--- src/rtl/core/mwfr_pkg.sv ---
// ----------------------------------------------------------------------------
// mwfr_pkg
// Shared types and constants for the magic word frame receiver.
// ----------------------------------------------------------------------------
`default_nettype none

package mwfr_pkg;

    localparam int unsigned CFG_IDX_W   = 2;
    localparam int unsigned CFG_DATA_W  = 32;
    localparam int unsigned MAGIC_W     = 32;
    localparam int unsigned LEN_W       = 16;
    localparam int unsigned TICK_W      = 24;

    localparam logic [CFG_IDX_W-1:0] CFG_MAGIC_WORD   = 2'd0;
    localparam logic [CFG_IDX_W-1:0] CFG_FRAME_LENGTH = 2'd1;
    localparam logic [CFG_IDX_W-1:0] CFG_BYTE_TIMEOUT = 2'd2;

    localparam logic [MAGIC_W-1:0] MAGIC_RESET   = {8'h50, 8'h49, 8'h4D, 8'h47};
    localparam logic [LEN_W-1:0]   LENGTH_RESET  = 16'd9216;
    localparam logic [TICK_W-1:0]  TIMEOUT_RESET = 24'd2000000;

    localparam logic ACT_BYTE = 1'b0;
    localparam logic ACT_TICK = 1'b1;

    localparam logic KIND_PIXEL = 1'b0;
    localparam logic KIND_ABORT = 1'b1;

    typedef struct packed {
        logic       action;
        logic [7:0] rx_byte;
    } t_in_item;

    typedef struct packed {
        logic              kind;
        logic signed [7:0] pixel;
        logic              last;
    } t_out_item;

    typedef struct packed {
        logic       is_tick;
        logic       eq_first;
        logic [7:0] data;
    } t_event;

    typedef enum logic {
        MODE_HUNT,
        MODE_RECV
    } t_mode;

endpackage

`default_nettype wire

--- src/rtl/core/mwfr_front.sv ---
// ----------------------------------------------------------------------------
// mwfr_front
// Input stage: registers each transaction and classifies it as byte or tick.
// ----------------------------------------------------------------------------
`default_nettype none

module mwfr_front (
    input  wire logic                i_clk,
    input  wire logic                i_rst_n,
    input  wire logic                i_in_valid,
    output logic                     o_in_ready,
    input  wire mwfr_pkg::t_in_item  i_in_data,
    input  wire logic [7:0]          i_magic_first,
    output logic                     o_evt_valid,
    output mwfr_pkg::t_event         o_evt,
    input  wire logic                i_evt_ready
);
    import mwfr_pkg::*;

    logic   r_valid;
    t_event r_evt;

    assign o_in_ready  = !r_valid || i_evt_ready;
    assign o_evt_valid = r_valid;
    assign o_evt       = r_evt;

    always_ff @(posedge i_clk) begin
        if (!i_rst_n) begin
            r_valid <= 1'b0;
        end else if (o_in_ready) begin
            r_valid <= i_in_valid;
        end
    end

    always_ff @(posedge i_clk) begin
        if (i_in_valid && o_in_ready) begin
            r_evt.is_tick  <= (i_in_data.action == ACT_TICK);
            r_evt.eq_first <= (i_in_data.rx_byte == i_magic_first);
            r_evt.data     <= i_in_data.rx_byte;
        end
    end

endmodule

`default_nettype wire

--- src/rtl/core/mwfr_queue.sv ---
// ----------------------------------------------------------------------------
// mwfr_queue
// Two-entry event queue between the front and the back.
// ----------------------------------------------------------------------------
`default_nettype none

module mwfr_queue (
    input  wire logic              i_clk,
    input  wire logic              i_rst_n,
    input  wire logic              i_push,
    input  wire mwfr_pkg::t_event  i_push_data,
    output logic                   o_not_full,
    output logic                   o_valid,
    output mwfr_pkg::t_event       o_data,
    input  wire logic              i_pop
);
    import mwfr_pkg::*;

    t_event      r_mem [2];
    logic        r_wr_ptr;
    logic        r_rd_ptr;
    logic [1:0]  r_count;
    logic        push_ok;
    logic        pop_ok;

    assign o_not_full = (r_count != 2'd2);
    assign o_valid    = (r_count != 2'd0);
    assign o_data     = r_mem[r_rd_ptr];
    assign push_ok    = i_push && o_not_full;
    assign pop_ok     = i_pop && o_valid;

    always_ff @(posedge i_clk) begin
        if (!i_rst_n) begin
            r_wr_ptr <= 1'b0;
            r_rd_ptr <= 1'b0;
            r_count  <= 2'd0;
        end else begin
            if (push_ok) begin
                r_wr_ptr <= ~r_wr_ptr;
            end
            if (pop_ok) begin
                r_rd_ptr <= ~r_rd_ptr;
            end
            unique case ({push_ok, pop_ok})
                2'b10:   r_count <= r_count + 2'd1;
                2'b01:   r_count <= r_count - 2'd1;
                default: r_count <= r_count;
            endcase
        end
    end

    always_ff @(posedge i_clk) begin
        if (push_ok) begin
            r_mem[r_wr_ptr] <= i_push_data;
        end
    end

endmodule

`default_nettype wire

--- src/rtl/core/mwfr_back.sv ---
// ----------------------------------------------------------------------------
// mwfr_back
// Deframer state machine: hunts the magic word, passes payload bytes out,
// aborts a frame on idle timeout. Holds the output register.
// ----------------------------------------------------------------------------
`default_nettype none

module mwfr_back (
    input  wire logic                         i_clk,
    input  wire logic                         i_rst_n,
    input  wire logic [mwfr_pkg::MAGIC_W-1:0] i_magic_word,
    input  wire logic [mwfr_pkg::LEN_W-1:0]   i_frame_length,
    input  wire logic [mwfr_pkg::TICK_W-1:0]  i_timeout,
    input  wire logic                         i_evt_valid,
    input  wire mwfr_pkg::t_event             i_evt,
    output logic                              o_evt_pop,
    output logic                              o_out_valid,
    output mwfr_pkg::t_out_item               o_out_data,
    input  wire logic                         i_out_ready
);
    import mwfr_pkg::*;

    t_mode              r_mode;
    t_mode              n_mode;
    logic [1:0]         r_match;
    logic [1:0]         n_match;
    logic [LEN_W-1:0]   r_bytes;
    logic [LEN_W-1:0]   n_bytes;
    logic [TICK_W-1:0]  r_idle;
    logic [TICK_W-1:0]  n_idle;
    logic               r_out_valid;
    t_out_item          r_out;
    logic               emit;
    t_out_item          emit_data;
    logic [7:0]         magic_byte;
    logic [TICK_W-1:0]  idle_inc;
    logic [LEN_W-1:0]   bytes_inc;

    assign o_evt_pop   = i_evt_valid && (!r_out_valid || i_out_ready);
    assign o_out_valid = r_out_valid;
    assign o_out_data  = r_out;
    assign idle_inc    = r_idle + TICK_W'(1);
    assign bytes_inc   = r_bytes + LEN_W'(1);

    always_comb begin
        unique case (r_match)
            2'd0:    magic_byte = i_magic_word[31:24];
            2'd1:    magic_byte = i_magic_word[23:16];
            2'd2:    magic_byte = i_magic_word[15:8];
            default: magic_byte = i_magic_word[7:0];
        endcase
    end

    always_ff @(posedge i_clk) begin
        if (!i_rst_n) begin
            r_mode  <= MODE_HUNT;
            r_match <= 2'd0;
            r_bytes <= '0;
            r_idle  <= '0;
        end else if (o_evt_pop) begin
            r_mode  <= n_mode;
            r_match <= n_match;
            r_bytes <= n_bytes;
            r_idle  <= n_idle;
        end
    end

    always_comb begin
        n_mode          = r_mode;
        n_match         = r_match;
        n_bytes         = r_bytes;
        n_idle          = r_idle;
        emit            = 1'b0;
        emit_data.kind  = KIND_PIXEL;
        emit_data.pixel = $signed(i_evt.data);
        emit_data.last  = 1'b0;
        unique case (r_mode)
            MODE_HUNT: begin
                if (!i_evt.is_tick) begin
                    if (i_evt.data == magic_byte) begin
                        n_match = r_match + 2'd1;
                        if (r_match == 2'd3) begin
                            n_match = 2'd0;
                            n_bytes = '0;
                            n_idle  = '0;
                            n_mode  = (i_frame_length != '0) ? MODE_RECV : MODE_HUNT;
                        end
                    end else begin
                        n_match = i_evt.eq_first ? 2'd1 : 2'd0;
                    end
                end
            end
            MODE_RECV: begin
                if (i_evt.is_tick) begin
                    n_idle = idle_inc;
                    if (idle_inc >= i_timeout) begin
                        n_mode          = MODE_HUNT;
                        n_match         = 2'd0;
                        n_bytes         = '0;
                        n_idle          = '0;
                        emit            = 1'b1;
                        emit_data.kind  = KIND_ABORT;
                        emit_data.pixel = '0;
                    end
                end else begin
                    n_idle         = '0;
                    n_bytes        = bytes_inc;
                    emit           = 1'b1;
                    emit_data.last = (bytes_inc == '0) || (bytes_inc >= i_frame_length);
                    if (emit_data.last) begin
                        n_mode  = MODE_HUNT;
                        n_match = 2'd0;
                        n_bytes = '0;
                    end
                end
            end
            default: begin
                n_mode = MODE_HUNT;
            end
        endcase
    end

    always_ff @(posedge i_clk) begin
        if (!i_rst_n) begin
            r_out_valid <= 1'b0;
        end else if (o_evt_pop && emit) begin
            r_out_valid <= 1'b1;
        end else if (i_out_ready) begin
            r_out_valid <= 1'b0;
        end
    end

    always_ff @(posedge i_clk) begin
        if (o_evt_pop && emit) begin
            r_out <= emit_data;
        end
    end

endmodule

`default_nettype wire

--- src/rtl/core/magic_word_frame_receiver.sv ---
// ----------------------------------------------------------------------------
// magic_word_frame_receiver
// Serial deframer: finds a four-byte magic word, then passes the frame's
// payload bytes out as signed pixels; aborts a frame on byte timeout.
//
// Input channel (i_in_valid / o_in_ready, i_in_data): one transaction is a
// received byte (action 0) or one elapsed tick (action 1).
// Output channel (o_out_valid / i_out_ready, o_out_data): a payload pixel
// with a last mark on the final byte, or an abort marker after a timeout.
// Configuration: i_cfg_we writes i_cfg_data to register i_cfg_idx
// (0 magic word, 1 frame length, 2 byte timeout); write only while idle.
// Throughput: one transaction per cycle while the receiver takes its results,
// set by the state update in the back end. Path: a result passes through the
// input register, the queue and the output register, in that order.
// Reset: returns to hunting, empties the queue and output register and
// loads the default magic word, frame length and timeout.
// Receiver stall: the output register holds its result; the two-entry queue
// and the input register absorb up to three more transactions before
// o_in_ready falls.
// ----------------------------------------------------------------------------
`default_nettype none

module magic_word_frame_receiver (
    input  wire logic                            i_clk,
    input  wire logic                            i_rst_n,
    input  wire logic                            i_in_valid,
    output logic                                 o_in_ready,
    input  wire mwfr_pkg::t_in_item              i_in_data,
    output logic                                 o_out_valid,
    input  wire logic                            i_out_ready,
    output mwfr_pkg::t_out_item                  o_out_data,
    input  wire logic                            i_cfg_we,
    input  wire logic [mwfr_pkg::CFG_IDX_W-1:0]  i_cfg_idx,
    input  wire logic [mwfr_pkg::CFG_DATA_W-1:0] i_cfg_data
);
    import mwfr_pkg::*;

    logic [MAGIC_W-1:0] r_magic;
    logic [LEN_W-1:0]   r_length;
    logic [TICK_W-1:0]  r_timeout;

    logic   front_valid;
    t_event front_evt;
    logic   q_not_full;
    logic   q_valid;
    t_event q_evt;
    logic   q_pop;

    always_ff @(posedge i_clk) begin
        if (!i_rst_n) begin
            r_magic   <= MAGIC_RESET;
            r_length  <= LENGTH_RESET;
            r_timeout <= TIMEOUT_RESET;
        end else if (i_cfg_we) begin
            unique case (i_cfg_idx)
                CFG_MAGIC_WORD:   r_magic   <= i_cfg_data[MAGIC_W-1:0];
                CFG_FRAME_LENGTH: r_length  <= i_cfg_data[LEN_W-1:0];
                CFG_BYTE_TIMEOUT: r_timeout <= i_cfg_data[TICK_W-1:0];
                default: begin
                end
            endcase
        end
    end

    mwfr_front u_front (
        .i_clk         (i_clk),
        .i_rst_n       (i_rst_n),
        .i_in_valid    (i_in_valid),
        .o_in_ready    (o_in_ready),
        .i_in_data     (i_in_data),
        .i_magic_first (r_magic[31:24]),
        .o_evt_valid   (front_valid),
        .o_evt         (front_evt),
        .i_evt_ready   (q_not_full)
    );

    mwfr_queue u_queue (
        .i_clk       (i_clk),
        .i_rst_n     (i_rst_n),
        .i_push      (front_valid),
        .i_push_data (front_evt),
        .o_not_full  (q_not_full),
        .o_valid     (q_valid),
        .o_data      (q_evt),
        .i_pop       (q_pop)
    );

    mwfr_back u_back (
        .i_clk          (i_clk),
        .i_rst_n        (i_rst_n),
        .i_magic_word   (r_magic),
        .i_frame_length (r_length),
        .i_timeout      (r_timeout),
        .i_evt_valid    (q_valid),
        .i_evt          (q_evt),
        .o_evt_pop      (q_pop),
        .o_out_valid    (o_out_valid),
        .o_out_data     (o_out_data),
        .i_out_ready    (i_out_ready)
    );

    a_abort_clean: assert property (@(posedge i_clk) disable iff (!i_rst_n)
        (o_out_valid && o_out_data.kind == KIND_ABORT) |->
            (o_out_data.last == 1'b0 && o_out_data.pixel == 8'sd0))
        else $error("abort result carries pixel data");

    a_stall_needs_front: assert property (@(posedge i_clk) disable iff (!i_rst_n)
        !o_in_ready |-> (front_valid && !q_not_full))
        else $error("input stalled without a full queue");

    a_queue_keeps: assert property (@(posedge i_clk) disable iff (!i_rst_n)
        (q_valid && !q_pop) |=> q_valid)
        else $error("queue dropped an entry");

endmodule

`default_nettype wire

--- config.mk ---
export PLATFORM = sky130hd
export DESIGN_NAME = magic_word_frame_receiver
export DESIGN_NICKNAME = d
export VERILOG_FILES = /design/src/rtl/core/mwfr_pkg.sv /design/src/rtl/core/mwfr_front.sv /design/src/rtl/core/mwfr_queue.sv /design/src/rtl/core/mwfr_back.sv /design/src/rtl/core/magic_word_frame_receiver.sv
export SDC_FILE = /design/constraint.sdc
export NUM_CORES = 1
export LEC_CHECK = 0
export ABC_AREA = 1
export BUFFER_PORTS_ARGS = -buffer_cell sky130_fd_sc_hd__buf_2
export CAP_MARGIN = 30
export CORE_AREA = 8 8 164 166
export CTS_CLUSTER_DIAMETER = 100
export DETAILED_ROUTE_END_ITERATION = 12
export DIE_AREA = 0 0 172 174
export MAX_ROUTING_LAYER = met4
export PLACE_DENSITY = 0.63
export SYNTH_ARGS = -nofsm -noshare
export SYNTH_HDL_FRONTEND = slang
export SYNTH_SLANG_ARGS = --single-unit
--- constraint.sdc ---
create_clock -name i_clk -period 6.35 [get_ports i_clk]
set_input_delay 0.3175 -clock i_clk [delete_from_list [all_inputs] [get_ports i_clk]]
set_output_delay 0.3175 -clock i_clk [all_outputs]
set_load 0.05 [all_outputs]
* After elaboration in Yosys (flattened, before gate mapping)
Memory sizes are Yosys's and may differ from the RTL's. A register that Yosys moved wholly into a read port is not among the register bits.
Cells that the tools add are included.
** Word-level totals
- Bits in registers :: 141
- Bits in writable memories :: 20
- Bits of input ports :: 48
- Output and inout port bits :: 12
- Logic and storage cells :: 113
- Memories :: 1
** Memories
- u_queue.r_mem :: words 2, bits a word 10, read ports 1, clocked after Yosys merged registers in 1, write ports 1, line mwfr_queue.sv:19 : t_event r_mem [2];
** Operators by class
- Add/sub/neg operators :: 5
- Magnitude comparators :: 2
- Equality and inequality tests :: 15
- Multiplexer cells :: 44
- Bitwise logic cells :: 3
- Reductions and logical operators :: 25
** Operators with widths (number)
- 24-bit 2-to-1 mux :: 5
- 16-bit 2-to-1 mux :: 6
- 24-bit one-hot mux with 2 select lines :: 1
- 16-bit one-hot mux with 2 select lines :: 1
- 24-bit by 1-bit adder with 24-bit output, second input constant :: 1
- 24-bit greater-or-equal comparator :: 1
- 8-bit one-hot mux with 3 select lines :: 1
- 1-bit 2-to-1 mux :: 18
- 9-bit 2-to-1 mux :: 2
- 16-bit by 1-bit adder with 16-bit output, second input constant :: 1
- 8-bit == test :: 2
- 16-bit greater-or-equal comparator :: 1
- 16-bit zero test :: 1
- 16-bit nonzero test :: 1
- 2-bit 2-to-1 mux :: 6
- 2-bit == test, second input constant :: 4
- 8-bit 2-to-1 mux :: 1
- 2-bit one-hot mux with 2 select lines :: 2
- 2-bit AND reduction :: 4
- 4-bit AND reduction :: 2
- 2-bit by 1-bit == test with 1-bit output, second input constant :: 3
- 2-bit nonzero test :: 3
- 1-bit logical AND :: 5
- 5-bit AND reduction :: 1
- other kinds (12) :: 21

* Longest topological paths before layout
Gate-level depths: netlist of the first run.
- Depth after elaboration :: 7
- Depth in mapped cells :: 22
- Gate-level depth less buffers :: 22

* Modules after synthesis
From an unflattened synthesis of the first run, not the netlist that was laid out.
** Second synthesis, totals
- Cell total of the unflattened synthesis :: 1308
- Area, all modules :: 9341.5 sq um
** Modules (own cells, without submodules)
- mwfr_back :: times used 1, cells an instance 756, area an instance 4869.7 sq um, seq. area each 1181.1 sq um
- magic_word_frame_receiver :: times used 1, cells an instance 425, area an instance 2974.1 sq um, seq. area each 1441.4 sq um
- mwfr_queue :: times used 1, cells an instance 67, area an instance 988.4 sq um, seq. area each 700.7 sq um
- mwfr_front :: times used 1, cells an instance 60, area an instance 509.2 sq um, seq. area each 320.3 sq um

* Least setup slack after synthesis of the first run
Ideal clock, no wire load.
- Path kind :: flip-flop to flip-flop
- From :: register u_back.r_idle[0]
- To :: register u_back.r_out, in the netlist u_back.o_out_data[0], enable pin
- Library setup time :: 0.338 ns
- Arrival :: 2.823 ns
- Required time :: 6.012 ns
- Path slack :: 3.189 ns
- Cell stages (with the launch flop) :: 21
- Buffers on the path :: 0
- Period minus slack after synthesis :: 3.161 ns
- Cell sequence :: dfxtp_1 ha_1 nand2_1 nor2_1 nand4_1 nor2_1 nand4_1 nor3_1 xor2_1 ha_1 nand2_1 inv_1 nand3_1 nor3_1 inv_1 nor2_1 nand2_1 and3_1 nand2_1 nand3_1 inv_1
** Between the ends
- Word-level cells in the longest chain between the ends :: 6
** Ends and longest elaborated chain
- start: declaration :: line mwfr_back.sv:29 : logic [TICK_W-1:0] r_idle;
- start signal: assignment :: line mwfr_back.sv:64 : r_idle <= n_idle;
- 24-bit by 1-bit adder with 24-bit output :: line mwfr_back.sv:42 : assign idle_inc = r_idle + TICK_W'(1);
- 24-bit greater-or-equal comparator :: line mwfr_back.sv:96 : if (idle_inc >= i_timeout) begin
- 1-bit 2-to-1 mux :: line mwfr_back.sv:96
- 1-bit 2-to-1 mux :: line mwfr_back.sv:94 : if (i_evt.is_tick) begin
- 1-bit 2-to-1 mux :: line mwfr_back.sv:77 : unique case (r_mode)
- 1-bit logical AND :: line mwfr_back.sv:134 : if (o_evt_pop && emit) begin
- end signal: assignment :: line mwfr_back.sv:135 : r_out <= emit_data;
- end: declaration :: line mwfr_back.sv:32 : t_out_item r_out;
No other way between the ends.
A chain may end at the register's enable or synchronous reset.

* Final worst setup path of the first run
- From :: register u_back.r_idle[0]
- To :: register u_back.r_idle[6]
** Between the ends
- Word-level cells in the longest chain between the ends :: 5
** Ends and longest elaborated chain (line)
- 24-bit by 1-bit adder with 24-bit output * :: mwfr_back.sv:42
- 24-bit greater-or-equal comparator :: mwfr_back.sv:96
- 24-bit 2-to-1 mux * :: mwfr_back.sv:96
- 24-bit 2-to-1 mux * :: mwfr_back.sv:94
- 24-bit one-hot mux with 2 select lines * :: mwfr_back.sv:77
Mark *: on every way between the ends. The rest lies on a longest branch, timed or not.

==> results of run 1 <==
==> report_power, final <==
group,internal [mW],switching (mW)
sequential,1.15,0.0614
combinational,0.210,0.438
clock,0.593,0.463
total,1.95,0.962
==> cells by family after synthesis <==
group | synth area share
DFF | 0.425
and+or+nand+nor | 0.293
adders and majority gates | 0.0686
xor gates and xnor gates | 0.0256
buffers and inverters | 0.0892
AOI/OAI and AO/OA | 0.0984
==> worst max-delay path by stage <==
| stage | from | end |
|---|---|---|
| after global placement | u_back.r_idle[0]$_SDFFE_PN0P_ | u_back.r_idle[19]$_SDFFE_PN0P_ |
| after detailed placement | u_back.r_idle[0]$_SDFFE_PN0P_ | u_back.r_idle[6]$_SDFFE_PN0P_ |
| after CTS | u_back.r_idle[0]$_SDFFE_PN0P_ | u_back.r_idle[6]$_SDFFE_PN0P_ |
| after floorplan | u_back.r_idle[0]$_SDFFE_PN0P_ | u_back.o_out_data[0]$_SDFFCE_PP0P_ |
| final | u_back.r_idle[0]$_SDFFE_PN0P_ | u_back.r_idle[6]$_SDFFE_PN0P_ |
| after global routing | u_back.r_idle[0]$_SDFFE_PN0P_ | u_back.r_idle[6]$_SDFFE_PN0P_ |
==> through the flow <==
step,hold WS (ns),cells,power [mW]
final,0.0616,1573,2.92
after global routing,0.0449,1573,3.08
after CTS,0.0479,1573,2.94
after detailed placement,0.431,1541,1.88
after global placement,0.422,1539,1.86
after floorplan,0.416,1185,1.71
==> sequential cells by signal (all words and copies together) (netlist names), 10 cells and up, named ones only <==
name               cells
r_length              16
r_magic               32
r_timeout             24
u_back.o_out_data     10
u_back.r_bytes        16
u_back.r_idle         24
u_front.o_evt         10
u_queue.r_mem         20
==> cell usage after synthesis (2+ instances only) <==
cell      number
buf_6          5
nor2_2         5
edfxtp_1      40
ha_1          47
nand4_1       13
o211ai_1      10
a21oi_1       52
xor2_1        17
o21ai_0       69
o21a_1         2
and3_1         2
dfxtp_1      122
nand3_1       56
xnor2_1        8
buf_2          8
nand2_1      305
o21ai_1       22
inv_1        144
nor2_1       187
nand2_2        3
inv_2          6
nand3_2        4
clkbuf_1      23
clkinv_1       2
nor3_1        11
nor4_1         7
==> final cells by class <==
| class | instances | area share |
|---|---|---|
| Sequential cell | 162 | 0.374 |
| Tap cell | 330 | 0.0423 |
| Clock buffer | 18 | 0.0440 |
| Multi-Input combinational cell | 833 | 0.427 |
| Clock inverter | 14 | 0.0169 |
| Timing Repair Buffer | 64 | 0.0382 |
| Inverter | 152 | 0.0585 |
==> worst max-delay path, delay by kind of cell (launching register included) <==
kind	cells	cell delay (ns)
and+or+nand+nor	15	2.73
DFF	1	0.45
xor gates and xnor gates	1	0.13
adders and majority gates	2	0.52
buffers and inverters	2	0.11
==> metal layers <==
layer / up-vias / routed length, um
li1: 3881 / -
met1: 3379 / 10300
met2: 157 / 9970
met3: 25 / 1080
met4: 0 / 334
met5: - / 0
==> impl_metrics.yaml, run 1 <==
global_routing:
  grt_busiest_layer: "met2"
  antenna_found_initial: 0
  globalRouteMet2Util: 0.238
  grt.overflow.total: 0
  global_route_wire_length_before_repair_mm: 35.1
  groute.layer.met3.usage: 0.0286
  globalRouteTotalUtil: 0.152
  use_met1: 0.195
  via_count_of_the_first_global_routing_pass: 6944
  pin_count_of_the_biggest_net_entering_global_routing: 56
die:
  fp-row-count: 58
  fp.dieArea_sq_mm: 0.0299
  coreArea_sq_mm: 0.0245
  die_width_um: 172
  die_height_um: 174
  ios: 60
  floorplan.initialDensity: 0.349
hold_path:
  hold_path_sink: "u_front.o_evt[9]$_DFFE_PP_"
  hp-start: "i_in_data[8]"
  timing.hold.worst.class: "in -> reg"
  worst_hold_path.num_cells: 1
placed_design:
  dpl_ws_ns: 2.29
  portBuffers: 59
  gpl.final_weighted_congestion: 0.881
  dp_hpwl_mm: 16.2
  placed_area_sq_mm: 0.00916
run_status:
  run_status: "completed"
layout:
  layout.area.seq_sq_mm: 0.00364
  layout_common_cells: "305 x nand2_1, 187 x nor2_1, 144 x inv_1, 122 x dfxtp_1, 69 x o21ai_0"
  utilization: 0.398
  area.growth.synth_to_final_pct: 13.8
  antenna_cells: 0
  post_route_cells_drive_above_1_share: 0.0965
  fillCellCount: 2611
  design.final.nets: 1325
  multi_input_gate_area_in_the_final_layout_sq_mm: 0.00416
  final_common_cell: "nand2_1"
  postLayoutCellArea_sq_mm: 0.00975
route:
  drt_first_iter_violations: 602
  vias: 7442
  drc_errors: 0
  drtPass1Iterations: 5
  wl_per_cell_um: 13.8
  route.antenna.remaining_nets: 0
  totalWireLength_mm: 21.7
  via_per_inst: 4.73
critical_path:
  critical_path.endpoint_type: "register"
  ff2ff_setup_slack_ns: 2.26
  worstReg2RegStart: "u_back.r_idle[0]$_SDFFE_PN0P_"
  crit_path_slowest_cell: "nand2_2"
  crit_path_max_incr_delay_ns: 0.51
  r2r_end: "u_back.r_idle[6]$_SDFFE_PN0P_"
  critical_path.most_common_cell: "nor2_1"
  setup_crit_start_kind: "register"
  cp.required_ns: 6.66
  worstPathArrival_ns: 4.40
  path_cells: "ha_1 > nand2_1 > nor2_1 > nand4_1 > nor2_1 > nand4_1 > nor3_1 > xor2_1 > ha_1 > nand2_1 > inv_1 > nand3_1 > nor3_1 > inv_1 > nor2_1 > nand2_1 > nand4_2 > nand4_4 > nand2_2 > nor2_1"
  worst-path-max-fanout: 36
  worstRegToRegCells: 20
  path_class: "reg -> reg"
sta:
  worst_slew_margin_rel: 0.378
  finalSetupTns_ns: 0
  setup-violations-final: 0
  setup_repair_after_global_routing_missed_its_margin: "no"
  final_hold_viol_count: 0
  final_critical_path_setup_slack_ns: 2.26
  fmax_ghz: 0.244
  min_period_ns: 4.09
  timing.clock.skew_ns: 0.0103
  drv_slew: 0
  final_period_util: 0.644
  worstMarginPinSlew_ns: 0.932
synthesis:
  synthFlopType: "dfxtp_1"
  synth_enable_flop_cells: 40
  synth-seq-area-share: 0.425
  post_synth_num_cell_types: 41
  post_synthesis_net_count: 1280
  asr_flop_ratio_synth: 0
  avgSynthCellArea_sq_um: 7.23
  synth_seq_cells: 162
  synthesis.area_sq_mm: 0.00857
  total_number_of_yosys_warnings: 0
  netlist_top_cells_area: "dfxtp_1 29%, edfxtp_1 14%, nand2_1 13%, nor2_1 8.2%, ha_1 6.9%"
  yosysTopAreaCell: "dfxtp_1"
  synth_top_area_share: 0.285
  synthCells: 1185
cts:
  tritoncts: "built"
  postCtsResizedCells: 0
  clock_tree.root_cell: "clkbuf_16"
  cts.hold.buffers_added: 0
  post-cts-setup-buffer-count: 0
  cts.path.max_buffers: 2
  clk_pin_slew_worst_paths_ns: 0.07
  cts-buffers-inserted: 17
  clock_h_tree_levels: 4
  sinks_on_clock_net: 162
  clock_latency_on_the_worst_skew_pair_ns: 0.43
power:
  power.density_cell_area_mw_per_mm2: 299
  leak_nw: 4.66
  ir_drop_worst_case_vdd_mv: 0.163
job:
  max-cap-violations: 0
(Power assumes the default switching activity.)
==> run 2, diff against run 1 <==
Clock period 6.35 ns to 3.8 ns, I/O delays scaled along.
==> run 2 against run 1 <==
Against the previous run: combinational power is 70% higher; global-route usage up 0.38 points; worst setup slack got worse by 2.0 ns; first-iteration DRC count fell by 37%; count of clock-buffer cells in the layout shrank 1; via count rose by 0.93%; sequential share of layout area shrank 0.73 points; sequential cell count stayed put; cell count grew 1.5%; clock skew increased by 0.0039 ns; fmax up 16%; final area rose by 2.0%.
==> impl_metrics.yaml, run 2 (synthesis gave the netlist of run 1 again) <==
cts:
  clock_tree.root_cell: "clkbuf_16"
  clock_latency_on_the_worst_skew_pair_ns: 0.44
  tritoncts: "built"
  cts.path.max_buffers: 2
  cts-buffers-inserted: 17
  sinks_on_clock_net: 162
  clock_h_tree_levels: 4
  clk_pin_slew_worst_paths_ns: 0.07
global_routing:
  via_count_of_the_first_global_routing_pass: 7048
  globalRouteTotalUtil: 0.156
  pin_count_of_the_biggest_net_entering_global_routing: 48
  grt.overflow.total: 0
  global_route_wire_length_before_repair_mm: 35.9
  antenna_found_initial: 0
critical_path:
  r2r_end: "u_back.o_out_data[6]$_DFFE_PP_"
  worstRegToRegCells: 18
  worstReg2RegStart: "u_back.r_idle[1]$_SDFFE_PN0P_"
  worstPathArrival_ns: 3.66
  ff2ff_setup_slack_ns: 0.29
  critical_path.endpoint_type: "register"
  cp.required_ns: 3.95
  worst-path-max-fanout: 6
  setup_crit_start_kind: "register"
  path_class: "reg -> reg"
sta:
  worst_slew_margin_rel: 0.312
  drv_slew: 0
  worstMarginPinSlew_ns: 1.03
  hold_ws_ns: 0.0178
  setup-violations-final: 0
  timing.clock.skew_ns: 0.0141
  final_period_util: 0.925
  min_period_ns: 3.51
  finalSetupTns_ns: 0
  final_hold_viol_count: 0
  fmax_ghz: 0.285
layout:
  antenna_cells: 0
  area.growth.synth_to_final_pct: 16.1
  biggestRegsByFlops: "r_magic x32, r_timeout x24, u_back.r_idle x24"
  layout.area.seq_sq_mm: 0.00364
  layout_common_cells: "305 x nand2_1, 186 x nor2_1, 143 x inv_1, 122 x dfxtp_1, 69 x o21ai_0"
  utilization: 0.406
  final_common_cell: "nand2_1"
  most_flop_heavy_register: "r_magic"
  post_route_cells_drive_above_1_share: 0.104
  multi_input_gate_area_in_the_final_layout_sq_mm: 0.00419
  fillCellCount: 2575
  design.final.nets: 1348
  flip_flop_count_of_the_largest_register_after_layout: 32
die:
  fp-row-count: 58
  floorplan.initialDensity: 0.349
  coreArea_sq_mm: 0.0245
  die_width_um: 172
  ios: 60
  die_height_um: 174
  fp.dieArea_sq_mm: 0.0299
route:
  route.antenna.remaining_nets: 0
  drtPass1Iterations: 5
  via_per_inst: 4.71
  totalWireLength_mm: 22.0
  drt_first_iter_violations: 381
  drc_errors: 0
  wl_per_cell_um: 13.8
  vias: 7511
hold_path:
  timing.hold.worst.class: "in -> reg"
  worst_hold_path.num_cells: 3
  hold_path_sink: "r_magic[25]$_SDFFE_PN0P_"
  hp-start: "i_cfg_data[25]"
power:
  internal_power_mw: 3.17
  power.sequential.fraction: 0.420
  power.clock.fraction: 0.352
  comb_power_share: 0.228
  power_mw: 4.82
  power.density_cell_area_mw_per_mm2: 484
  leak_nw: 4.74
  p_sw_frac: 0.343
  ir_drop_worst_case_vdd_mv: 0.368
  power_switching_mw: 1.65
placed_design:
  gpl.final_weighted_congestion: 0.856
  dp_hpwl_mm: 16.2
  portBuffers: 59
run_status:
  run_status: "completed"
job:
  max-cap-violations: 0
[run 2: power by group through the flow]
stage / Clock, mW / Sequential, mW / Combinational [mW]
after CTS: 1.73 / 2.02 / 1.10
after detailed placement: 0 / 2.06 / 1.07
final: 1.69 / 2.02 / 1.10
after global placement: 0 / 2.06 / 1.06
after floorplan: 0 / 2.07 / 0.782
after global routing: 1.80 / 2.04 / 1.27
[run 2: cell type report]
class | count | area share
Clock buffer | 17 | 0.0428
Clock inverter | 15 | 0.0152
Inverter | 152 | 0.0577
Multi-Input combinational cell | 833 | 0.421
Sequential cell | 162 | 0.366
Tap cell | 330 | 0.0415
Timing Repair Buffer | 86 | 0.0551
Timing Repair inverter | 1 | 0.000755
[run 2: timing repair]
item / in CTS / in global routing
hold buffers: 17 / 0
endpoints found under the hold margin: 18 / 0
resized for setup: 0 / 9
setup buffers: 0 / 1
setup endpoints to repair: 0 / 57
[run 2: critical path: stages, from the launching register on]
cell and delay (ns):
dfxtp_1 0.36, ha_1 0.21, nand2_1 0.08, nor2_1 0.13
nand4_1 0.18, nor2_2 0.18, nand4_1 0.20, buf_4 0.20
xor2_1 0.15, ha_1 0.28, nand2_1 0.06, nor2_1 0.14
nand4_1 0.18, nor2_1 0.14, nand2_1 0.10, and3_1 0.22
nand2_1 0.10, nand3_2 0.13, clkinvlp_4 0.17
[run 2: how the worst max path moves through the flow]
stage	start	to	slack, ns
6_report	u_back.r_idle[1]$_SDFFE_PN0P_	u_back.o_out_data[6]$_DFFE_PP_	0.29
4_1_cts	u_back.r_idle[1]$_SDFFE_PN0P_	u_back.o_out_data[3]$_DFFE_PP_	0.17
2_1_floorplan	u_back.r_idle[0]$_SDFFE_PN0P_	u_back.o_out_data[0]$_SDFFCE_PP0P_	0.64
3_3_place_gp	u_back.r_idle[1]$_SDFFE_PN0P_	u_back.o_out_data[0]$_SDFFCE_PP0P_	0.35
3_5_place_dp	u_back.r_idle[1]$_SDFFE_PN0P_	u_back.o_out_data[0]$_SDFFCE_PP0P_	0.25
5_1_grt	u_back.r_idle[1]$_SDFFE_PN0P_	u_back.o_out_data[0]$_SDFFCE_PP0P_	-0.04
[run 2: routing by layer]
metal | GRT usage | up-vias | wire, um
li1 | - | 3917 | -
met1 | 0.203 | 3430 | 10600
met2 | 0.246 | 145 | 10200
met3 | 0.0295 | 19 | 965
met4 | 0.0367 | 0 | 206
met5 | - | - | 0
[run 2: per-stage QoR]
stage / area, sq um / worst slack (ns) / instances
2_1_floorplan: 8570 / 0.639 / 1185
3_3_place_gp: 9150 / 0.345 / 1545
3_5_place_dp: 9150 / 0.246 / 1545
4_1_cts: 9900 / 0.168 / 1594
5_1_grt: 9950 / -0.0373 / 1596
6_report: 9950 / 0.286 / 1596
==> run 3, diff against run 2 <==
Settings changed: CORE_AREA 8 8 164 166 to 8 8 171 173, DIE_AREA 0 0 172 174 to 0 0 179 181, PLACE_DENSITY 0.63 to 0.62, SYNTH_HIERARCHICAL set to 1.
==> run 3 against run 2 <==
Against the previous run: sequential share of layout area shrank 2.3 points; utilization shrank 0.48 points; synthesized cell count increased by 10%; fmax fell by 0.43%; sequential cell count unchanged; final area increased by 6.8%; critical path type unchanged; critical endpoint is now u_back/o_out_data[8]$_DFFE_PP_.
==> impl_metrics.yaml, run 3 <==
global_routing:
  grt.overflow.total: 0
  antenna_found_initial: 1
  globalRouteTotalUtil: 0.149
  via_count_of_the_first_global_routing_pass: 7487
  global_route_wire_length_before_repair_mm: 38.2
  pin_count_of_the_biggest_net_entering_global_routing: 53
critical_path:
  crit_path_max_incr_delay_ns: 0.36
  crit_path_slowest_cell: "dfxtp_2"
  critical_path.endpoint_type: "register"
  worstPathArrival_ns: 3.66
  crit_path_buffers_inverters: 3
  worst-path-max-fanout: 10
  cp.required_ns: 3.93
  critical_path.top_delay_family: "simple AND/OR/NAND/NOR gates"
  setup_crit_start_kind: "register"
  path_cells: "ha_1 > nand3_1 > inv_1 > nand4_1 > nor3_2 > nand2_1 > nor2_2 > nand2_1 > xnor2_2 > ha_1 > nand2_1 > nor2_1 > inv_1 > nor2_2 > nand3_1 > a21o_1 > nand4_4 > nand3_1 > inv_4"
  path_class: "reg -> reg"
synthesis:
  post_synth_most_frequent_cells: "385 x nand2_1, 170 x inv_1, 164 x nor2_1, 122 x dfxtp_1, 98 x nand3_1"
  synth_seq_cells: 162
  synth_enable_flop_cells: 40
  synth-seq-area-share: 0.390
  post_synthesis_net_count: 1404
  post_synth_num_cell_types: 45
  asr_flop_ratio_synth: 0
  synthCells: 1308
  avgSynthCellArea_sq_um: 7.14
  yosysTopAreaCell: "dfxtp_1"
  synthesis.area_sq_mm: 0.00934
  yosys.cell_count.top_type: "nand2_1"
  synth_top_area_share: 0.261
  total_number_of_yosys_warnings: 6
  synthFlopType: "dfxtp_1"
  netlist_top_cells_area: "dfxtp_1 26%, nand2_1 15%, edfxtp_1 13%, inv_1 6.8%, nor2_1 6.6%"
route:
  drc_errors: 0
  drt_first_iter_violations: 637
  totalWireLength_mm: 23.6
  route.antenna.remaining_nets: 0
  wl_per_cell_um: 13.8
  drtPass1Iterations: 6
  vias: 8121
  via_per_inst: 4.73
die:
  fp-row-count: 60
  fp.dieArea_sq_mm: 0.0324
  die_width_um: 179
  ios: 60
  die_height_um: 181
  floorplan.initialDensity: 0.353
  coreArea_sq_mm: 0.0265
layout:
  multi_input_gate_area_in_the_final_layout_sq_mm: 0.00473
  layout_common_cells: "385 x nand2_1, 169 x inv_1, 164 x nor2_1, 121 x dfxtp_1, 98 x nand3_1"
  post_route_cells_drive_above_1_share: 0.123
  area.growth.synth_to_final_pct: 13.7
  fillCellCount: 2771
  postLayoutCellArea_sq_mm: 0.0106
  flip_flop_count_of_the_largest_register_after_layout: 32
  final_common_cell: "nand2_1"
  layout.area.seq_sq_mm: 0.00364
  design.final.nets: 1457
  stdcell_count: 1716
  biggestRegsByFlops: "r_magic x32, r_timeout x24, u_back/r_idle x24"
  most_flop_heavy_register: "r_magic"
run_status:
  run_status: "completed"
sta:
  worst_slew_margin_rel: 0.334
  setup_repair_after_global_routing_missed_its_margin: "no"
  final_hold_viol_count: 0
  worstMarginPinSlew_ns: 0.998
  hold_ws_ns: 0.0236
  setup-violations-final: 0
  min_period_ns: 3.53
  drv_slew: 0
  fmax_ghz: 0.283
  finalSetupTns_ns: 0
  final_period_util: 0.929
  timing.clock.skew_ns: 0.0127
cts:
  cts.path.max_buffers: 2
  cts-buffers-inserted: 17
  sinks_on_clock_net: 162
  clock_latency_on_the_worst_skew_pair_ns: 0.43
  clk_pin_slew_worst_paths_ns: 0.06
  clock_h_tree_levels: 4
  clock_tree.root_cell: "clkbuf_16"
  tritoncts: "built"
hold_path:
  timing.hold.worst.class: "in -> reg"
placed_design:
  placed_area_sq_mm: 0.00986
  placed_cells_incl_taps: 1671
  portBuffers: 59
  dp_hpwl_mm: 17.5
  gpl.final_weighted_congestion: 0.879
power:
  power_mw: 4.24
  ir_drop_worst_case_vdd_mv: 0.288
  leak_nw: 4.96
  power.density_cell_area_mw_per_mm2: 399
job:
  max-cap-violations: 0
==> run 3: changes by cell type in the layout (fill, tap and decap cells not counted), sizes merged, moves of 6 or more <==
cell / previous run / this run
nand4: 15 / 33
dlygate4sd3: 17 / 9
nor2: 193 / 179
clkbuf: 17 / 23
nand3: 61 / 104
inv: 160 / 177
a21oi: 52 / 84
nand2: 309 / 396
mux2: 0 / 10
o21ai: 92 / 11
o211ai: 10 / 0
==> run 3: per-layer routing <==
metal,GRT usage,up-vias,routed length (um)
li1,-,4257,-
met1,0.202,3695,11900
met2,0.227,155,10700
met5,-,-,0
met3,0.0271,14,849
met4,0.0354,0,182
==> run 3: cell type report <==
| cell class | instances | area share |
|---|---|---|
| repair buffers | 82 | 0.0497 |
| flip-flops and latches | 162 | 0.343 |
| clock inverters | 9 | 0.0145 |
| clock buffers | 23 | 0.0431 |
| diodes | 1 | 0.000236 |
| inverters | 178 | 0.0635 |
| well taps | 341 | 0.0402 |
| multi-input cells | 920 | 0.446 |
==> run 3: cells by family (layout without fill, tap and decap cells) <==
logic type / after synthesis / in the layout / synth area share
adders and majority gates: 48 / 48 / 0.0643
buffers and inverters: 227 / 292 / 0.105
AOI/OAI and AO/OA: 108 / 108 / 0.0663
muxes: 10 / 10 / 0.0121
other: 0 / 1 / 0
and+or+nand+nor: 730 / 731 / 0.340
DFF: 162 / 162 / 0.390
xor gates and xnor gates: 23 / 23 / 0.0224
==> run 3: worst min-delay path: stages <==
cell,delay (ns)
buf_2,0.08
nand3_1,0.07
nand3_1,0.07
==> run 3: metrics by stage <==
stage | setup slack, ns | util
5_1_grt | 0.0207 | 0.401
6_report | 0.271 | 0.401
3_5_place_dp | 0.0792 | 0.372
2_1_floorplan | 0.645 | -
4_1_cts | 0.0415 | 0.398
3_3_place_gp | 0.169 | 0.371
==> run 3: path summary, 6_finish.rpt <==
| path | startpoint | endpoint | slack (ns) | cells past startpoint |
|---|---|---|---|---|
| min reg2reg | u_front/o_evt[0]$_DFFE_PP_ | u_queue/r_mem[0][0]$_DFFE_PP_ | 0.45 | 0 |
| max reg2reg | u_back/r_idle[0]$_SDFFE_PN0P_ | u_back/o_out_data[8]$_DFFE_PP_ | 0.27 | 19 |
| max | u_back/r_idle[0]$_SDFFE_PN0P_ | u_back/o_out_data[8]$_DFFE_PP_ | 0.27 | 19 |
| min | i_cfg_data[30] | r_magic[30]$_SDFFE_PN1P_ | 0.02 | 3 |
==> run 3: timing repair <==
item                                   in CTS  in global routing
buffers inserted                            0                  2
gates resized for setup                     0                  4
setup endpoints to repair                   0                 37
endpoints found under the hold margin       9                  0
hold buffers                                9                  0
==> run 3: where the power goes <==
group / leakage (nW) / internal (mW) / switching, mW
combinational: 3.29 / 0.174 / 0.362
clock: 0.300 / 1.12 / 0.690
sequential: 1.37 / 1.84 / 0.0490
